File: config.mk
export PLATFORM = sky130hd
export DESIGN_NAME = hex_memory_image_parser
export DESIGN_NICKNAME = d
export VERILOG_FILES = /design/src/rtl/hmip_pkg.sv /design/src/rtl/hmip_front.sv /design/src/rtl/hmip_queue.sv /design/src/rtl/hmip_back.sv /design/src/rtl/hex_memory_image_parser.sv
export VERILOG_INCLUDE_DIRS = /design/src /design/src/rtl
export SDC_FILE = /design/constraint.sdc
export NUM_CORES = 1
export LEC_CHECK = 0
export BUFFER_PORTS_ARGS = -buffer_cell sky130_fd_sc_hd__buf_2
export CAP_MARGIN = 20
export CORE_MARGIN = 5
export CORE_UTILIZATION = 50
export DETAILED_ROUTE_END_ITERATION = 8
export HOLD_SLACK_MARGIN = 0.08
export PLACE_DENSITY_LB_ADDON = 0.08
export SLEW_MARGIN = 20
export SYNTH_ARGS = -nofsm -noshare
export SYNTH_HDL_FRONTEND = slang
export SYNTH_SLANG_ARGS = --single-unit
File: constraint.sdc
create_clock -name clock -period 3.9 [get_ports clock]
set_input_delay 0.39 -clock clock [delete_from_list [all_inputs] [get_ports clock]]
set_output_delay 0.39 -clock clock [all_outputs]
set_load 0.02 [all_outputs]
File: src/rtl/hex_memory_image_parser_macros.svh
// Assertion macros for the hex memory image parser.
// Each macro expands to one labelled concurrent assertion on the rising
// clock edge, disabled while reset is high.
`ifndef HEX_MEMORY_IMAGE_PARSER_MACROS_SVH
`define HEX_MEMORY_IMAGE_PARSER_MACROS_SVH

// Same-cycle implication
`define HMIP_ASSERT_NOW(label, clk, rst, ante, cons, msg) \
   label: assert property (@(posedge clk) disable iff (rst) (ante) |-> (cons)) \
      else $error(msg);

// Next-cycle implication
`define HMIP_ASSERT_NEXT(label, clk, rst, ante, cons, msg) \
   label: assert property (@(posedge clk) disable iff (rst) (ante) |=> (cons)) \
      else $error(msg);

`endif

File: src/rtl/hmip_pkg.sv
`timescale 1ns / 1ps
// ----------------------------------------------------------------------------
// hmip_pkg
// Shared types and constants of the hex memory image parser: result kinds,
// character codes, parser modes and the queue entry between front and back.
// ----------------------------------------------------------------------------
package hmip_pkg;

   // Result kinds
   localparam logic [1:0] KIND_BYTE    = 2'd0;
   localparam logic [1:0] KIND_SECTION = 2'd1;
   localparam logic [1:0] KIND_ERROR   = 2'd2;
   localparam logic [1:0] KIND_DONE    = 2'd3;

   // Characters of interest
   localparam logic [7:0] CHAR_AT    = 8'h40;
   localparam logic [7:0] CHAR_SLASH = 8'h2F;
   localparam logic [7:0] CHAR_STAR  = 8'h2A;
   localparam logic [7:0] CHAR_LF    = 8'h0A;
   localparam logic [7:0] CHAR_SPACE = 8'h20;
   localparam logic [7:0] CHAR_TAB   = 8'h09;
   localparam logic [7:0] CHAR_VT    = 8'h0B;
   localparam logic [7:0] CHAR_FF    = 8'h0C;
   localparam logic [7:0] CHAR_CR    = 8'h0D;

   // Depth of the queue between front and back
   localparam int QUEUE_DEPTH = 4;
   localparam int QUEUE_PTR_W = $clog2(QUEUE_DEPTH);

   // Parser modes
   typedef enum logic [7:0] {
      MODE_IDLE    = 8'b0000_0001,
      MODE_SLASH   = 8'b0000_0010,
      MODE_LINE    = 8'b0000_0100,
      MODE_BLOCK   = 8'b0000_1000,
      MODE_STAR    = 8'b0001_0000,
      MODE_ADDR    = 8'b0010_0000,
      MODE_NIBBLE  = 8'b0100_0000,
      MODE_DISCARD = 8'b1000_0000
   } mode_type;

   // Work for the back end caused by one character
   typedef struct packed {
      logic        has_prim;   // byte or section start
      logic [1:0]  prim_kind;
      logic [31:0] addr;
      logic [7:0]  data;
      logic        has_term;   // run ends on this character
      logic        term_err;   // 1: error, 0: done
   } entry_type;

endpackage

File: src/rtl/hmip_front.sv
`timescale 1ns / 1ps
// ----------------------------------------------------------------------------
// hmip_front
// Character classifier and parse state. Takes one character a cycle while the
// queue is not full, and pushes one queue entry for each character that causes a result.
// ----------------------------------------------------------------------------
module hmip_front #(
   parameter int ADDR_WIDTH      = 32,
   parameter int MAX_ADDR_DIGITS = 16
) (
   input  logic                clock,
   input  logic                reset,
   input  logic                accept,
   input  logic [7:0]          ch,
   input  logic                last,
   input  logic                merge,
   output logic                q_push,
   output hmip_pkg::entry_type q_entry
);

   localparam int DCW = $clog2(MAX_ADDR_DIGITS + 1);

   hmip_pkg::mode_type      mode_ff, mode_in;
   logic [ADDR_WIDTH-1:0]   accum_ff, accum_in;
   logic [DCW-1:0]          dc_ff, dc_in;
   logic [ADDR_WIDTH-1:0]   next_ff, next_in;
   logic                    sec_ff, sec_in;
   logic [3:0]              high_ff, high_in;

   logic                    is_hex, is_space, fail, emit;
   logic [3:0]              hv;
   logic [ADDR_WIDTH-1:0]   shifted, fin_addr, prim_addr;
   logic                    merge_hit;
   logic [1:0]              prim_kind;
   logic [7:0]              prim_data;
   logic [63:0]             addr_wide;
   logic                    term_err;

   // Character classes
   always_comb begin
      is_hex = 1'b1;
      hv     = 4'd0;
      if (ch >= 8'h30 && ch <= 8'h39) begin
         hv = ch[3:0];
      end else if ((ch >= 8'h61 && ch <= 8'h66) || (ch >= 8'h41 && ch <= 8'h46)) begin
         hv = 4'(ch[3:0] + 4'd9);
      end else begin
         is_hex = 1'b0;
      end
   end

   assign is_space = (ch == hmip_pkg::CHAR_SPACE) || (ch == hmip_pkg::CHAR_TAB) ||
                     (ch == hmip_pkg::CHAR_LF) || (ch == hmip_pkg::CHAR_VT) ||
                     (ch == hmip_pkg::CHAR_FF) || (ch == hmip_pkg::CHAR_CR);

   // Address completion: merged when it continues the open section
   assign shifted   = {accum_ff[ADDR_WIDTH-5:0], hv};
   assign fin_addr  = is_hex ? shifted : accum_ff;
   assign merge_hit = sec_ff && merge && (fin_addr == next_ff);

   // Next state and result selection
   always_comb begin
      mode_in   = mode_ff;
      accum_in  = accum_ff;
      dc_in     = dc_ff;
      next_in   = next_ff;
      sec_in    = sec_ff;
      high_in   = high_ff;
      fail      = 1'b0;
      emit      = 1'b0;
      prim_kind = hmip_pkg::KIND_BYTE;
      prim_addr = next_ff;
      prim_data = 8'd0;
      term_err  = 1'b0;
      if (accept) begin
         case (mode_ff)
            hmip_pkg::MODE_IDLE: begin
               if (is_space) begin
                  mode_in = hmip_pkg::MODE_IDLE;
               end else if (ch == hmip_pkg::CHAR_SLASH) begin
                  mode_in = hmip_pkg::MODE_SLASH;
               end else if (ch == hmip_pkg::CHAR_AT) begin
                  mode_in  = hmip_pkg::MODE_ADDR;
                  accum_in = '0;
                  dc_in    = '0;
               end else if (is_hex && sec_ff) begin
                  high_in = hv;
                  mode_in = hmip_pkg::MODE_NIBBLE;
               end else begin
                  fail = 1'b1;
               end
            end
            hmip_pkg::MODE_SLASH: begin
               if (ch == hmip_pkg::CHAR_SLASH) begin
                  mode_in = hmip_pkg::MODE_LINE;
               end else if (ch == hmip_pkg::CHAR_STAR) begin
                  mode_in = hmip_pkg::MODE_BLOCK;
               end else begin
                  fail = 1'b1;
               end
            end
            hmip_pkg::MODE_LINE: begin
               if (ch == hmip_pkg::CHAR_LF) mode_in = hmip_pkg::MODE_IDLE;
            end
            hmip_pkg::MODE_BLOCK: begin
               if (ch == hmip_pkg::CHAR_STAR) mode_in = hmip_pkg::MODE_STAR;
            end
            hmip_pkg::MODE_STAR: begin
               if (ch == hmip_pkg::CHAR_SLASH) begin
                  mode_in = hmip_pkg::MODE_IDLE;
               end else if (ch != hmip_pkg::CHAR_STAR) begin
                  mode_in = hmip_pkg::MODE_BLOCK;
               end
            end
            hmip_pkg::MODE_ADDR: begin
               if (is_hex && (dc_ff >= DCW'(MAX_ADDR_DIGITS))) begin
                  fail = 1'b1;
               end else if (!is_hex && (dc_ff == '0)) begin
                  fail = 1'b1;
               end else begin
                  if (is_hex) begin
                     accum_in = shifted;
                     dc_in    = dc_ff + DCW'(1);
                  end
                  // a non-digit ends the address and is swallowed
                  if (!is_hex || last) begin
                     mode_in = hmip_pkg::MODE_IDLE;
                     if (!merge_hit) begin
                        emit      = 1'b1;
                        prim_kind = hmip_pkg::KIND_SECTION;
                        prim_addr = fin_addr;
                        sec_in    = 1'b1;
                        next_in   = fin_addr;
                     end
                  end
               end
            end
            hmip_pkg::MODE_NIBBLE: begin
               if (is_hex) begin
                  emit      = 1'b1;
                  prim_kind = hmip_pkg::KIND_BYTE;
                  prim_addr = next_ff;
                  prim_data = {high_ff, hv};
                  next_in   = next_ff + ADDR_WIDTH'(1);
                  mode_in   = hmip_pkg::MODE_IDLE;
               end else begin
                  fail = 1'b1;
               end
            end
            hmip_pkg::MODE_DISCARD: begin
               mode_in = hmip_pkg::MODE_DISCARD;
            end
            default: begin
               mode_in = hmip_pkg::MODE_DISCARD;
            end
         endcase
         if (fail) mode_in = hmip_pkg::MODE_DISCARD;
         // last character closes the run and clears it
         if (last) begin
            term_err = !((mode_in == hmip_pkg::MODE_IDLE) ||
                         (mode_in == hmip_pkg::MODE_LINE));
            mode_in  = hmip_pkg::MODE_IDLE;
            accum_in = '0;
            dc_in    = '0;
            next_in  = '0;
            sec_in   = 1'b0;
            high_in  = 4'd0;
         end
      end
   end

   // Queue entry
   assign addr_wide = 64'(prim_addr);
   assign q_push    = accept && (emit || last);
   always_comb begin
      q_entry.has_prim  = emit;
      q_entry.prim_kind = prim_kind;
      q_entry.addr      = addr_wide[31:0];
      q_entry.data      = prim_data;
      q_entry.has_term  = last;
      q_entry.term_err  = term_err;
   end

   // State registers
   always_ff @(posedge clock) begin
      if (reset) begin
         mode_ff  <= hmip_pkg::MODE_IDLE;
         accum_ff <= '0;
         dc_ff    <= '0;
         next_ff  <= '0;
         sec_ff   <= 1'b0;
         high_ff  <= 4'd0;
      end else begin
         mode_ff  <= mode_in;
         accum_ff <= accum_in;
         dc_ff    <= dc_in;
         next_ff  <= next_in;
         sec_ff   <= sec_in;
         high_ff  <= high_in;
      end
   end

endmodule

File: src/rtl/hmip_queue.sv
`timescale 1ns / 1ps
// ----------------------------------------------------------------------------
// hmip_queue
// Short entry queue between front and back, so each side stalls on its own.
// ----------------------------------------------------------------------------
module hmip_queue (
   input  logic                clock,
   input  logic                reset,
   input  logic                push,
   input  hmip_pkg::entry_type entry_in,
   output logic                full,
   input  logic                pop,
   output hmip_pkg::entry_type entry_out,
   output logic                empty
);

   localparam int PW = hmip_pkg::QUEUE_PTR_W;

   hmip_pkg::entry_type slot_ff [hmip_pkg::QUEUE_DEPTH];
   logic [PW-1:0]       wr_ff, wr_in, rd_ff, rd_in;
   logic [PW:0]         cnt_ff, cnt_in;
   logic                do_push, do_pop;

   assign full      = (cnt_ff == (PW+1)'(hmip_pkg::QUEUE_DEPTH));
   assign empty     = (cnt_ff == '0);
   assign do_push   = push && !full;
   assign do_pop    = pop && !empty;
   assign entry_out = slot_ff[rd_ff];

   // Pointer and count update
   always_comb begin
      wr_in  = do_push ? wr_ff + PW'(1) : wr_ff;
      rd_in  = do_pop  ? rd_ff + PW'(1) : rd_ff;
      cnt_in = cnt_ff;
      if (do_push && !do_pop) cnt_in = cnt_ff + (PW+1)'(1);
      else if (!do_push && do_pop) cnt_in = cnt_ff - (PW+1)'(1);
   end

   always_ff @(posedge clock) begin
      if (reset) begin
         wr_ff  <= '0;
         rd_ff  <= '0;
         cnt_ff <= '0;
      end else begin
         wr_ff  <= wr_in;
         rd_ff  <= rd_in;
         cnt_ff <= cnt_in;
      end
   end

   // Entry storage
   always_ff @(posedge clock) begin
      if (do_push) slot_ff[wr_ff] <= entry_in;
   end

endmodule

File: src/rtl/hmip_back.sv
`timescale 1ns / 1ps
// ----------------------------------------------------------------------------
// hmip_back
// Turns queue entries into result beats: a byte or section start first,
// then done or error, through one output register.
// ----------------------------------------------------------------------------
module hmip_back (
   input  logic                clock,
   input  logic                reset,
   input  hmip_pkg::entry_type head,
   input  logic                head_empty,
   output logic                head_pop,
   output logic                rsp_empty,
   input  logic                rsp_pop,
   output logic [1:0]          rsp_kind,
   output logic [31:0]         rsp_address,
   output logic [7:0]          rsp_data,
   output logic                rsp_last_of_run
);

   logic        valid_ff, valid_in;
   logic        phase_ff, phase_in;   // primary beat of head already sent
   logic [1:0]  kind_ff, kind_in;
   logic [31:0] addr_ff, addr_in;
   logic [7:0]  data_ff, data_in;
   logic        lastr_ff, lastr_in;
   logic        load, take;

   assign load = !valid_ff || rsp_pop;
   assign take = load && !head_empty;

   // Beat selection
   always_comb begin
      valid_in = load ? !head_empty : valid_ff;
      phase_in = phase_ff;
      kind_in  = kind_ff;
      addr_in  = addr_ff;
      data_in  = data_ff;
      lastr_in = lastr_ff;
      head_pop = 1'b0;
      if (take) begin
         if (head.has_prim && !phase_ff) begin
            kind_in  = head.prim_kind;
            addr_in  = head.addr;
            data_in  = head.data;
            lastr_in = !head.has_term;
            if (head.has_term) phase_in = 1'b1;
            else head_pop = 1'b1;
         end else begin
            kind_in  = head.term_err ? hmip_pkg::KIND_ERROR : hmip_pkg::KIND_DONE;
            addr_in  = 32'd0;
            data_in  = 8'd0;
            lastr_in = 1'b1;
            phase_in = 1'b0;
            head_pop = 1'b1;
         end
      end
   end

   always_ff @(posedge clock) begin
      if (reset) begin
         valid_ff <= 1'b0;
         phase_ff <= 1'b0;
      end else begin
         valid_ff <= valid_in;
         phase_ff <= phase_in;
      end
   end

   // Output payload
   always_ff @(posedge clock) begin
      kind_ff  <= kind_in;
      addr_ff  <= addr_in;
      data_ff  <= data_in;
      lastr_ff <= lastr_in;
   end

   assign rsp_empty       = !valid_ff;
   assign rsp_kind        = kind_ff;
   assign rsp_address     = addr_ff;
   assign rsp_data        = data_ff;
   assign rsp_last_of_run = lastr_ff;

endmodule

File: src/rtl/hex_memory_image_parser.sv
`timescale 1ns / 1ps
// ----------------------------------------------------------------------------
// hex_memory_image_parser
// Parses hex memory image text into byte writes and section starts.
// ----------------------------------------------------------------------------
// Usage:
//  - Input: push one character (req_ch, req_last) per cycle while req_full
//    is low. req_last marks the final character of an image.
//  - Results: while rsp_empty is low the oldest beat sits on rsp_kind,
//    rsp_address, rsp_data, rsp_last_of_run; rsp_pop takes it.
//  - csr_merge_adjacent is written with csr_valid; csr_ready is always high.
//    Write it only while the block is idle.
//  - A character is classified as it is accepted; its first result reaches
//    the ports through the queue and the output register. One character per cycle
//    is taken sustained while req_full is low; a character with two results
//    (section start or byte, then done) leaves through the single output
//    register as two beats.
//  - A four-entry queue between the parser and the output stage absorbs
//    stalls; when the receiver stops popping, the queue fills and req_full
//    rises.
//  - Reset empties the queue and output, returns the parser to idle and sets merging on.
// ----------------------------------------------------------------------------
module hex_memory_image_parser #(
   parameter int ADDR_WIDTH      = 32,
   parameter int MAX_ADDR_DIGITS = 16
) (
   input  logic        clock,
   input  logic        reset,
   input  logic        req_push,
   output logic        req_full,
   input  logic [7:0]  req_ch,
   input  logic        req_last,
   output logic        rsp_empty,
   input  logic        rsp_pop,
   output logic [1:0]  rsp_kind,
   output logic [31:0] rsp_address,
   output logic [7:0]  rsp_data,
   output logic        rsp_last_of_run,
   input  logic        csr_valid,
   output logic        csr_ready,
   input  logic        csr_merge_adjacent
);

   logic                merge_ff, merge_in;
   logic                accept, q_push, q_full, q_pop, q_empty;
   hmip_pkg::entry_type q_wr, q_rd;
   logic                rsp_run_end, rsp_payload_zero;

   // Configuration register
   assign csr_ready = 1'b1;
   assign merge_in  = (csr_valid && csr_ready) ? csr_merge_adjacent : merge_ff;

   always_ff @(posedge clock) begin
      if (reset) begin
         merge_ff <= 1'b1;
      end else begin
         merge_ff <= merge_in;
      end
   end

   assign req_full = q_full;
   assign accept   = req_push && !q_full;

   hmip_front #(
      .ADDR_WIDTH      (ADDR_WIDTH),
      .MAX_ADDR_DIGITS (MAX_ADDR_DIGITS)
   ) u_front (
      .clock   (clock),
      .reset   (reset),
      .accept  (accept),
      .ch      (req_ch),
      .last    (req_last),
      .merge   (merge_ff),
      .q_push  (q_push),
      .q_entry (q_wr)
   );

   hmip_queue u_queue (
      .clock     (clock),
      .reset     (reset),
      .push      (q_push),
      .entry_in  (q_wr),
      .full      (q_full),
      .pop       (q_pop),
      .entry_out (q_rd),
      .empty     (q_empty)
   );

   hmip_back u_back (
      .clock           (clock),
      .reset           (reset),
      .head            (q_rd),
      .head_empty      (q_empty),
      .head_pop        (q_pop),
      .rsp_empty       (rsp_empty),
      .rsp_pop         (rsp_pop),
      .rsp_kind        (rsp_kind),
      .rsp_address     (rsp_address),
      .rsp_data        (rsp_data),
      .rsp_last_of_run (rsp_last_of_run)
   );

   // Checks
   assign rsp_run_end      = !rsp_empty && (rsp_kind == hmip_pkg::KIND_ERROR ||
                                            rsp_kind == hmip_pkg::KIND_DONE);
   assign rsp_payload_zero = (rsp_address == 32'd0) && (rsp_data == 8'd0);

   `include "hex_memory_image_parser_macros.svh"

   `HMIP_ASSERT_NOW(a_no_overflow, clock, reset, q_push, !q_full, "queue push while full")
   `HMIP_ASSERT_NOW(a_term_last, clock, reset, rsp_run_end, rsp_last_of_run, "end beat not last")
   `HMIP_ASSERT_NOW(a_term_zero, clock, reset, rsp_run_end, rsp_payload_zero, "end beat payload")
   `HMIP_ASSERT_NEXT(a_pop_empty, clock, reset, q_pop, !($past(q_empty)), "pop while empty")

endmodule

==> run metrics, run 1 <==
vias 11000; Logic pwr share 0.204; synth top area cells edfxtp_1 44%, dfxtp_1 13%, mux4_2 6.5%; Tot Pwr 9.29 mW; data required time of the worst path 4.35 ns; CP max FO 4; Mean Syn Cell Area 11.6 um^2; Final period util 0.941; ant diodes 0; drt wl/cell 22.9 um; R2R Path End u_queue.cnt_ff[2]; Max rail drop VDD 0.435 mV; clock latency on the worst-skew pair 0.52 ns; met1 Use GR 0.391; Worst Tran Pin Value 0.978 ns; Pwr Density 529 nW/um^2; clock tree from TritonCTS yes; f_max 273 MHz; final antenna-violating net count 0; final WL 42000 um; status finished, final reports clean; Via density 6.03; initial detailed-routing violation count 1218; Synth cell types 83; final hold violation count 0; Max Slew Vio Count 0; switching share of power 0.276; Worst slew margin 0.341; layout cells sized above 1 0.222; Psw 2.57 mW; hold path depth 3; Hold Path Class in -> reg; die area 33300 um^2; YS warnings 0; crit path time final 3.67 ns; drt pass-1 iters 5; FFs w/ async S/R, synth 0; Ports 61; area share of the largest cell type after synthesis 0.441; post-synth top area cell edfxtp_1; WHS Endpoint merge_ff; data arrival time of the worst path 4.12 ns; Final WS setup 0.231 ns; Max Cap Viol 0; Horiz. Die Dim 183 um; Mapped Nets 1307; first-pass GRT wire length 64700 um; pin count of the biggest net entering global routing 52; GRT Overall Usage 0.251; number of flops mapped to enable cells by yosys 219; Core Footprint 29600 um^2; Detail Placement HPWL 30300 um; RSZ-0062 raised after global routing false; Leak 6.27 nW; Reg power frac 0.441; H-tree depth 2; met2 GRT Util 0.374; # nets final 1444; CP startpoint kind primary input; root buf cell clkbuf_16; synthesis-stage register bit count 313; Clock Sinks 313; Clock Path Buffers 3; Reg clk slew, reported paths 0.06 ns; fin util 0.594; r2r startpoint u_front.next_ff[9]; Synth Flop Type edfxtp_1; Final Skew 0.0164 ns; Setup Fix Bufs, Post-CTS 0; Die Span Y 183 um; DRC viols 0; vias in the first global route 10500; P_int 6.72 mW; Critical Path End Type flip-flop; Total Neg Setup Slack 0 ns; routability congestion estimate 1.02; pre-CTS WS -0.235 ns; antenna violations before repair 0; starting density of the core 0.504; CTS Buf Count 34; Clk network pwr share 0.356; met3 Use GR 0.0417; mapped cell area 14900 um^2; r2r worst-path depth 16; Final setup viols 0; Area Growth Syn to Fin 17.8%; Mapped Cells 1279; total grt overflow 0; reg2reg setup slack 0.26 ns; GR peak layer met1; register area share after synthesis 0.568; hold_sp csr_valid; Row Count 63; CP Class in -> reg; I/O Buffers 59
[cells in the mapped netlist (5+ instances only)]
library cell	number
mux2i_1	17
nor3_1	28
a31oi_1	17
nand3_1	44
o2bb2ai_1	9
o21ai_1	17
and3_1	7
buf_4	7
dfxtp_1	94
a21oi_1	57
mux4_2	43
xor2_1	15
buf_1	6
buf_2	11
and2_1	17
o21ai_0	56
o22ai_1	23
nand2_1	97
xnor2_1	22
nand2b_1	18
or3_1	5
clkbuf_1	58
nor4_1	14
ha_1	12
nand3b_1	5
o211ai_1	10
mux2_2	5
a211oi_1	6
nand4_1	10
a22oi_1	30
mux2_1	12
a22o_1	12
inv_1	47
nor2_1	97
edfxtp_1	219
nor2b_1	52
[logic make-up (layout without fill, tap and decap cells)]
logic type	count (synthesis)	after routing	synth area share
xor gates and xnor gates	37	37	0.0218
adders and majority gates	13	13	0.0114
DFF	313	313	0.568
other	1	1	0.000252
muxes	78	78	0.0903
and+or+nand+nor	421	421	0.144
buffers and inverters	133	296	0.0382
AOI/OAI and AO/OA	283	283	0.126
[metal layers]
metal	vias up	wire, um
met2	444	18500
met3	54	3380
met5	-	0
met1	5488	19300
met4	0	759
li1	5060	-
[sequential cells by signal (all words and copies together), names as in the netlist, named ones only]
signal and flops:
u_queue.slot_ff 176, u_back.rsp_address 32, u_front.accum_ff 32, u_front.next_ff 32, u_back.rsp_data 8, u_front.mode_ff 8, u_front.dc_ff 5, u_front.high_ff 4
u_queue.cnt_ff 3, u_back.rsp_kind 2, u_queue.rd_ff 2, u_queue.wr_ff 2, merge_ff 1, u_back.phase_ff 1, u_back.rsp_last_of_run 1, u_back.valid_ff 1
u_front.sec_ff 1
[how the worst max path moves through the flow]
| stage | start | to | slack [ns] | depth (start not counted) |
|---|---|---|---|---|
| 3_3_place_gp | req_ch[0] | u_queue.cnt_ff[2] | -0.08 | 19 |
| 6_report | req_ch[0] | u_queue.cnt_ff[2] | 0.23 | 19 |
| 4_1_cts | u_front.next_ff[9] | u_queue.cnt_ff[2] | 0.22 | 16 |
| 3_5_place_dp | req_ch[0] | u_queue.cnt_ff[2] | -0.24 | 19 |
| 2_1_floorplan | req_ch[1] | u_queue.cnt_ff[2] | 0.03 | 20 |
| 5_1_grt | u_front.next_ff[9] | u_queue.cnt_ff[2] | 0.002 | 16 |
[per-stage QoR]
stage / instances / area, um^2 / hold slack [ns]
2_1_floorplan: 1279 / 14900 / 0.427
3_3_place_gp: 1769 / 16400 / 0.450
3_5_place_dp: 1769 / 16400 / 0.454
4_1_cts: 1832 / 17500 / 0.0950
5_1_grt: 1832 / 17600 / 0.146
6_report: 1832 / 17600 / 0.105
[layout by cell type, fill, tap and decap left out, types with 15 or more instances in the layout]
| master | n |
|---|---|
| a31oi_1 | 17 |
| o21ai_0 | 56 |
| edfxtp_1 | 219 |
| a21oi_1 | 56 |
| nand2b_1 | 17 |
| nor2_1 | 96 |
| xnor2_1 | 22 |
| o21ai_1 | 17 |
| dfxtp_1 | 90 |
| nor2b_1 | 52 |
| buf_2 | 59 |
| mux2i_1 | 17 |
| inv_1 | 47 |
| nand2_1 | 97 |
| clkbuf_16 | 35 |
| xor2_1 | 15 |
| buf_4 | 119 |
| nand3_1 | 44 |
| o22ai_1 | 23 |
| nor3_1 | 27 |
| a22oi_1 | 30 |
| mux4_2 | 43 |
[critical path, cell delays in order]
cell and delay, ns:
buf_2 0.13, inv_1 0.07, ha_1 0.23, nand2b_1 0.15
o211a_4 0.28, o32a_1 0.36, xnor2_1 0.33, o2111ai_1 0.18
nor3_1 0.30, buf_4 0.16, and4_1 0.28, nor2_4 0.04
or2_0 0.24, ha_1 0.21, inv_1 0.07, fa_1 0.17
xor2_1 0.07, or3_1 0.30, a21oi_1 0.14
[layout make-up]
class | instances | area, um^2
tap | 390 | 488
sequential | 313 | 8460
timing repair buffer | 187 | 1360
fill | 2444 | 12000
clock inverter | 17 | 209
multi-input combinational | 833 | 5910
inverter | 47 | 176
clock buffer | 45 | 953
[power by group through the flow]
stage	combinational (mW)	clock [mW]	sequential, mW
3_5_place_dp	1.93	0	4.16
2_1_floorplan	0.992	0	4.47
5_1_grt	2.06	3.50	4.12
4_1_cts	1.94	3.36	4.10
6_report	1.89	3.30	4.09
3_3_place_gp	1.91	0	4.15
[timing repair]
action / 4_1_cts / 5_1_grt
hold endpoints to repair: 1 / 0
resized for setup: 0 / 3
setup endpoints to repair: 0 / 2
hold buffers: 1 / 0
No activity file was read; power rests on OpenSTA's default activity.
==> inputs of run 2 (changes only) <==
--- a/config.mk
+++ b/config.mk
@@ -12,6 +12,7 @@
 export CORE_UTILIZATION = 50
 export DETAILED_ROUTE_END_ITERATION = 8
 export HOLD_SLACK_MARGIN = 0.08
+export MAX_ROUTING_LAYER = met4
 export PLACE_DENSITY_LB_ADDON = 0.08
 export SLEW_MARGIN = 20
 export SYNTH_ARGS = -nofsm -noshare
==> run 2 against run 1 <==
Effect of this change: design area up 0.26%; sequential share of layout area down 0.14 points; critical path depth is 3 lower; routed wire length grew 3.6%.
==> run metrics, run 2 (synthesized netlist as in run 1, its figures left out) <==
Final setup viols 0 (unchanged); clock tree from TritonCTS yes; Final Non-Filler Cells 1848 (+0.87%); Reg clk slew, reported paths 0.06 ns (about the same); placed cell count 1786 (+0.96%); final WL 43500 um (+3.6%); Largest Register u_queue.slot_ff; drt pass-1 iters 7 (+2); pin count of the biggest net entering global routing 54 (+3.8%); H-tree depth 2 (unchanged); drt wl/cell 23.5 um (+2.7%); Max rail drop VDD 0.349 mV (-20%); Horiz. Die Dim 183 um (unchanged); root buf cell clkbuf_16; Area after DPL 16500 um^2 (+0.70%); vias in the first global route 10700 (+2.0%); WHS 0.101 ns (-0.00464 ns); data required time of the worst path 4.35 ns (about the same); data arrival time of the worst path 4.12 ns (about the same); vias 11000 (-0.46%); routability congestion estimate 0.994 (-3.0%); most frequent cells in the layout 219 x edfxtp_1, 137 x buf_4, 97 x nand2_1, 96 x nor2_1, 92 x dfxtp_1; most common cell after layout, fill and taps aside edfxtp_1; layout cells sized above 1 0.231 (+0.00922); Max Slew Vio Count 0 (unchanged); Critical Path End Type flip-flop; initial detailed-routing violation count 1063 (-13%); Final WS setup 0.225 ns (-0.00569 ns); Core Footprint 29600 um^2 (unchanged); first-pass GRT wire length 66500 um (+2.8%); CP startpoint kind flip-flop; pre-CTS WS -0.218 ns (+0.0171 ns); status finished, final reports clean; RSZ-0062 raised after global routing false; final hold violation count 0 (unchanged); Tot Pwr 9.18 mW (-1.2%); final antenna-violating net count 0 (unchanged); I/O Buffers 59 (unchanged); fin util 0.595 (+0.00157); CP Class reg -> reg; Max Cap Viol 0 (unchanged); CTS Hold Bufs 0 (-1); Detail Placement HPWL 31700 um (+4.8%); f_max 272 MHz (-0.15%); antenna violations before repair 0 (unchanged); Worst slew margin 0.437 (+0.0964); Worst Tran Pin Value 0.844 ns (-0.134 ns); Setup Fix Bufs, Post-CTS 0 (unchanged); Final period util 0.942 (+0.00146); crit path time final 3.67 ns (+0.00569 ns); CTS Buf Count 35 (+2.9%); max FFs per register 176 (unchanged); GRT Overall Usage 0.268 (+0.0167); Clock Sinks 313 (unchanged); Via density 5.95 (-1.3%); CP max FO 2 (-2); Leak 6.32 nW (+0.79%); starting density of the core 0.504 (unchanged); ant diodes 0 (unchanged); clock latency on the worst-skew pair 0.52 ns (about the same); DRC viols 0 (unchanged); total grt overflow 0 (unchanged); # nets final 1461 (+1.2%); Area Growth Syn to Fin 18.2%; Ports 61 (unchanged); Clock Path Buffers 3 (unchanged); Finished Cell Area 17600 um^2 (+0.26%); Total Neg Setup Slack 0 ns (unchanged); Row Count 63 (unchanged); Pwr Density 521 nW/um^2 (-1.4%); Final Skew 0.0200 ns (+0.00356 ns); Hold Path Class in -> reg; Die Span Y 183 um (unchanged); die area 33300 um^2 (unchanged)
run 2: cell count changes in the layout (fill, tap and decap cells not counted), moves of 2 or more:
cell	before	now
buf_4	119	137
clkinv_2	2	8
clkbuf_8	4	0
clkinvlp_4	2	4
dfxtp_1	90	92
dfxtp_2	4	2
run 2: what timing repair did:
action / 4_1_cts / 5_1_grt
resized for setup: 0 / 1
endpoints found under the hold margin: 0 / 0
endpoints found under the setup margin: 0 / 2
run 2: final cells by class:
| type | count | area, um^2 |
|---|---|---|
| clock inverters | 22 | 211 |
| fillers | 2428 | 12000 |
| flip-flops and latches | 313 | 8460 |
| multi-input cells | 833 | 5910 |
| repair buffers | 203 | 1460 |
| inverters | 47 | 176 |
| clock buffers | 40 | 895 |
| well taps | 390 | 488 |
run 2: routing by layer:
metal	wire length (um)	global-route usage	vias to the layer above
met5	0	-	-
met4	1170	0.0708	0
met3	2830	0.0387	79
met2	19500	0.398	406
met1	20000	0.391	5414
li1	-	-	5096
run 2: power by group:
part / switching [mW] / leakage (nW) / internal [mW] / total, mW
Sequential: 0.107 / 2.89 / 3.99 / 4.10
Combinational: 1.16 / 2.90 / 0.732 / 1.90
Clock: 1.32 / 0.533 / 1.86 / 3.18
run 2: worst paths after layout:
check	start	to	slack, ns	cells past startpoint
setup / recovery	u_front.next_ff[29]	u_queue.cnt_ff[2]	0.23	16
hold / removal	csr_merge_adjacent	merge_ff	0.10	3
setup reg to reg	u_front.next_ff[29]	u_queue.cnt_ff[2]	0.23	16
hold reg to reg	u_front.high_ff[1]	u_front.high_ff[1]	0.47	2
run 2: worst max-delay path, cell delays in order (launching register included):
cell and delay [ns]:
dfxtp_1 0.33, inv_1 0.12, a22o_1 0.24, or4_1 0.56, nor4_2 0.24, o22ai_1 0.14
nor4_2 0.28, buf_4 0.15, and4_1 0.28, nor2_4 0.04, or2_0 0.26, ha_1 0.22
inv_1 0.07, fa_1 0.17, xor2_1 0.07, or3_1 0.30, a21oi_1 0.13
